--- src/sorted_sparse_histogram_binner_top_assert.svh ---
// Assertion macros for the sorted sparse histogram binner
`ifndef SORTED_SPARSE_HISTOGRAM_BINNER_TOP_ASSERT_SVH
`define SORTED_SPARSE_HISTOGRAM_BINNER_TOP_ASSERT_SVH

// Same-cycle implication, disabled during reset
`define SSHB_ASSERT_NOW(lbl, ante, cons, msg) \
   lbl: assert property (@(posedge clock) disable iff (reset) (ante) |-> (cons)) \
      else $error(msg);

// Next-cycle implication, disabled during reset
`define SSHB_ASSERT_NEXT(lbl, ante, cons, msg) \
   lbl: assert property (@(posedge clock) disable iff (reset) (ante) |=> (cons)) \
      else $error(msg);

`endif

--- src/sshb_ram.sv ---
// Generic single-write, single-read RAM with registered read data
`timescale 1ns / 1ps
`default_nettype none
module sshb_ram #(
   parameter int WIDTH = 8,
   parameter int DEPTH = 16
) (
   input  wire logic                     clock,
   input  wire logic                     we,
   input  wire logic [$clog2(DEPTH)-1:0] waddr,
   input  wire logic [WIDTH-1:0]         wdata,
   input  wire logic [$clog2(DEPTH)-1:0] raddr,
   output logic      [WIDTH-1:0]         rdata
);
   logic [WIDTH-1:0] mem_ff [DEPTH];

   always_ff @(posedge clock) begin
      if (we) begin
         mem_ff[waddr] <= wdata;
      end
      rdata <= mem_ff[raddr];
   end
endmodule
`default_nettype wire

--- config.mk ---
export PLATFORM = sky130hd
export DESIGN_NAME = sshb_ram
export DESIGN_NICKNAME = d
export VERILOG_FILES = /design/src/sorted_sparse_histogram_binner_top_assert.svh /design/src/sshb_ram.sv
export SDC_FILE = /design/constraint.sdc
export NUM_CORES = 1
export LEC_CHECK = 0
export ABC_AREA = 0
export BUFFER_PORTS_ARGS = -buffer_cell sky130_fd_sc_hd__clkbuf_2
export CORE_MARGIN = 4
export CORE_UTILIZATION = 58
export DETAILED_ROUTE_END_ITERATION = 8
export GPL_ROUTABILITY_DRIVEN = 0
export PLACE_DENSITY = 0.8
export RECOVER_POWER = 25
export SLEW_MARGIN = 20
export SYNTH_ARGS = -nofsm -noshare
export SYNTH_HDL_FRONTEND = slang
export SYNTH_SLANG_ARGS = --single-unit
--- constraint.sdc ---
create_clock -name clock -period 5.23 [get_ports clock]
set_input_delay 0.7845 -clock clock [delete_from_list [all_inputs] [get_ports clock]]
set_output_delay 0.7845 -clock clock [all_outputs]
set_load 0.02 [all_outputs]
; Word-level counts from Yosys, hierarchy flattened
; Memories as Yosys holds them, arrays and structs flattened. A register that Yosys moved wholly into a read port is not among the register bits.
; Index checks and enable logic that the tools add are counted.
[totals]
reg_bits = 0
mem_bits_rw = 128
out_inout_bits = 8
elab_cells = 3
mem_count = 1
[op_classes]
n_mux = 2
[mem_list]
columns = memory, words, word_bits, read_ports, rd_ports_with_merged_regs, wr, line
row1 = mem_ff, 16, 8, 1, 1, 1, sshb_ram.sv:15  ; logic [WIDTH-1:0] mem_ff [DEPTH];
[op_table]
columns = op, count
row1 = 1-bit 2-to-1 mux, 2

; Depth between registers and ports, before layout
[logic_depth]
word_depth = 2
ltp_mapped = 5
ltp_nobuf = 3

; Worst setup path after synthesis
; No wires, ideal clock.
[synth_path]
path_kind = input -> register
startpoint = input waddr[2]
endpoint = memory mem_ff[0][0], enable pin
setup_time_ns = 0.383
t_arrival_ns = 1.894
required_ns = 4.847
setup_slack_ns = 2.953
stages = 2
path_cell_list = or3b_2 > nor3_1
[synth_lines]
columns = item, line
row1 = start: declaration, sshb_ram.sv:10  ; input wire logic [$clog2(DEPTH)-1:0] waddr,
row2 = end: declaration, sshb_ram.sv:15
; No word-level cell before the write port.

==> impl_metrics.tcl <==
set metrics [dict create \
    status "complete, no violations" \
    place_area_sq_mm 0.00535 \
    cts-root-buf "clkbuf_8" \
    final.period_utilization 0.385 \
    dr.pass1.iters 5 \
    htree_levels 4 \
    antenna_found_initial 0 \
    crit_path_start_kind "primary input" \
    hold_buffers 0 \
    rows 34 \
    ant_nets 0 \
    worst_setup_path_end_kind "flip-flop" \
    cts.clk_slew.worst_paths_ns 0.06 \
    mostFrequentLayoutCells "edfxtp_1 (128), clkbuf_2 (19), mux4_2 (18)" \
    grt_pass1_vias 2461 \
    num_vias 2387 \
    grt_overflow_total 0 \
    die_w_um 102 \
    post_cts_buffers 0 \
    numClockSinks 136 \
    die_y_um 102 \
    port_buffers 25 \
    path_delay_family "multiplexers" \
    cp-startpoint "raddr[0]" \
    rr_endpoint "rdata[3]" \
    layout-drive-gt1-share 0.270 \
    pre_cts_ws_ns 2.54 \
    cpMaxStageDelayCell "mux4_1" \
    whs_ns 0.681 \
    hold_viol 0 \
    nets 283 \
    yosysWarnings 0 \
    diodes 0 \
    period_minus_slack_ns 2.01 \
    worstMarginPinSlew_ns 0.960 \
    fin_setup_tns_ns 0 \
    fin_area_sq_mm 0.00596 \
    cp-endpoint "rdata[3]" \
    routed_wl_um 9460 \
    ys_seq_area_frac 0.778 \
    grt.total_usage 0.204 \
    start_util 0.593 \
    r2r_slack_ns 3.86 \
    grt_max_degree 33 \
    post_drt_wl_per_cell_um 24.5 \
    core_sq_mm 0.00868 \
    layout_commonest_cell "edfxtp_1" \
    yosysTopAreaCellShare 0.747 \
    ys_seq_elements 136 \
    syn_inst 229 \
    cp.depth 5 \
    rr_worst_depth 3 \
    critPathArrivalTime_ns 2.41 \
    p_leak_nw 1.98 \
    max_slew_margin 0.357 \
    yosys.area.top_type "edfxtp_1" \
    crit_buf_inv 2 \
    cts_tree "built" \
    drt_iter0_drc 307 \
    whs_path_depth 3 \
    rr_startpoint "mem_ff[1][3]" \
    area_delta_synth_final_pct 15.7 \
    hp-class "reg -> reg" \
    setup_ws_ns 3.22 \
    insertion_delay_ns 0.52 \
    power_density_mw_per_mm2 427 \
    slew_viol_final 0 \
    synth_area_leaders "edfxtp_1 (75%), mux4_2 (7.9%), mux4_1 (7.1%), dfxtp_1 (3.1%), a22oi_1 (2.3%)" \
    cp_max_fo 32 \
    dieArea_sq_mm 0.0104 \
    syn_nets 247 \
    max-vdd-ir-drop_v 0.000262 \
    cts_resized 0 \
    clk_path_buf_depth 2 \
    grt_pass1_wl_um 14600 \
    drv_cap 0 \
    numCtsBuffers 17 \
    fmax_mhz 497 \
    io_pins 26 \
    synth_area_sq_mm 0.00515 \
    total_power_mw 2.54 \
    ys_types 19 \
    crit_type "in -> reg" \
    drcViolationCount 0 \
    path_cells "clkbuf_2 > buf_4 > mux4_1 > a22oi_1 > nand2_1" \
    max_stage_delay_ns 0.64 \
    rsz0062_at_grt "false" \
    worstPathRequired_ns 5.63 \
    dpl.hpwl_um 5690 \
    fillers 552 \
    skew_ns 0.00877 \
    setup_viol 0 \
    vias_per_cell 6.18 \
    avgSynthCellArea_sq_um 22.5 \
]
## synthesized netlist by cell type
cell type and count:
edfxtp_1 128, mux4_2 18, a22oi_1 16, mux4_1 14
nor2_1 13, nand2_1 9, dfxtp_1 8, nor3_1 4
buf_2 3, buf_6 3, clkdlybuf4s25_2 3, nand2b_1 2
nand3b_1 2, and2_1 1, and2b_1 1, buf_4 1
nand3_1 1, nor2b_1 1, or3b_2 1
## layer usage
| layer | GRT usage | vias to the layer above | routed length [um] |
|---|---|---|---|
| li1 | - | 1044 | - |
| met1 | 0.288 | 1221 | 4050 |
| met2 | 0.301 | 102 | 4580 |
| met3 | 0.0532 | 20 | 560 |
| met4 | 0.0969 | 0 | 269 |
| met5 | 0 | - | 0 |
## cells by family (layout without fill, tap and decap cells)
kind of cell           after synthesis  count (layout)  share of synthesized area
AOI/OAI and AO/OA                   16              16                     0.0233
buffers and inverters               10              59                     0.0168
DFF                                136             136                      0.778
muxes                               32              32                      0.150
and+or+nand+nor                     35              35                     0.0318
## how the worst min path moves through the flow
| stage | from | to | slack [ns] |
|---|---|---|---|
| after detailed placement | mem_ff[12][6] | rdata[6] | 0.67 |
| after floorplan | mem_ff[7][0] | rdata[0] | 0.63 |
| after CTS | wdata[2] | mem_ff[11][2] | 0.67 |
| after global routing | mem_ff[13][1] | rdata[1] | 0.70 |
| after global placement | mem_ff[15][2] | rdata[2] | 0.64 |
| final | mem_ff[13][1] | rdata[1] | 0.68 |
## layout make-up
cell class / count / area, sq um / share of cell area
Sequential cell: 136 / 4000 / 0.672
Multi-Input combinational cell: 83 / 1070 / 0.180
Clock buffer: 19 / 442 / 0.0742
Clock inverter: 13 / 170 / 0.0286
Tap cell: 108 / 135 / 0.0227
Timing Repair Buffer: 27 / 133 / 0.0223
## metrics by stage
| step | utilization | std cells |
|---|---|---|
| 3_3_place_gp | 0.615 | 354 |
| 6_report | 0.686 | 386 |
| 5_1_grt | 0.686 | 386 |
| 2_1_floorplan | - | 229 |
| 4_1_cts | 0.687 | 386 |
| 3_5_place_dp | 0.616 | 354 |
## state kept, by name, indices dropped and copies added (netlist names)
register and flops:
mem_ff 128, rdata 8
## worst register-to-register path, cell delays in order, from the launching register on
cell and delay [ns]:
edfxtp_1 0.35, mux4_1 0.51, a22oi_1 0.31, nand2_1 0.09
## report_power, final
part           switching [mW]  total [mW]  internal [mW]
Sequential            0.00610        1.23           1.22
Combinational          0.0705       0.114         0.0432
Clock                   0.449        1.21          0.756
Note: power is estimated with default switching activity, not from simulation.
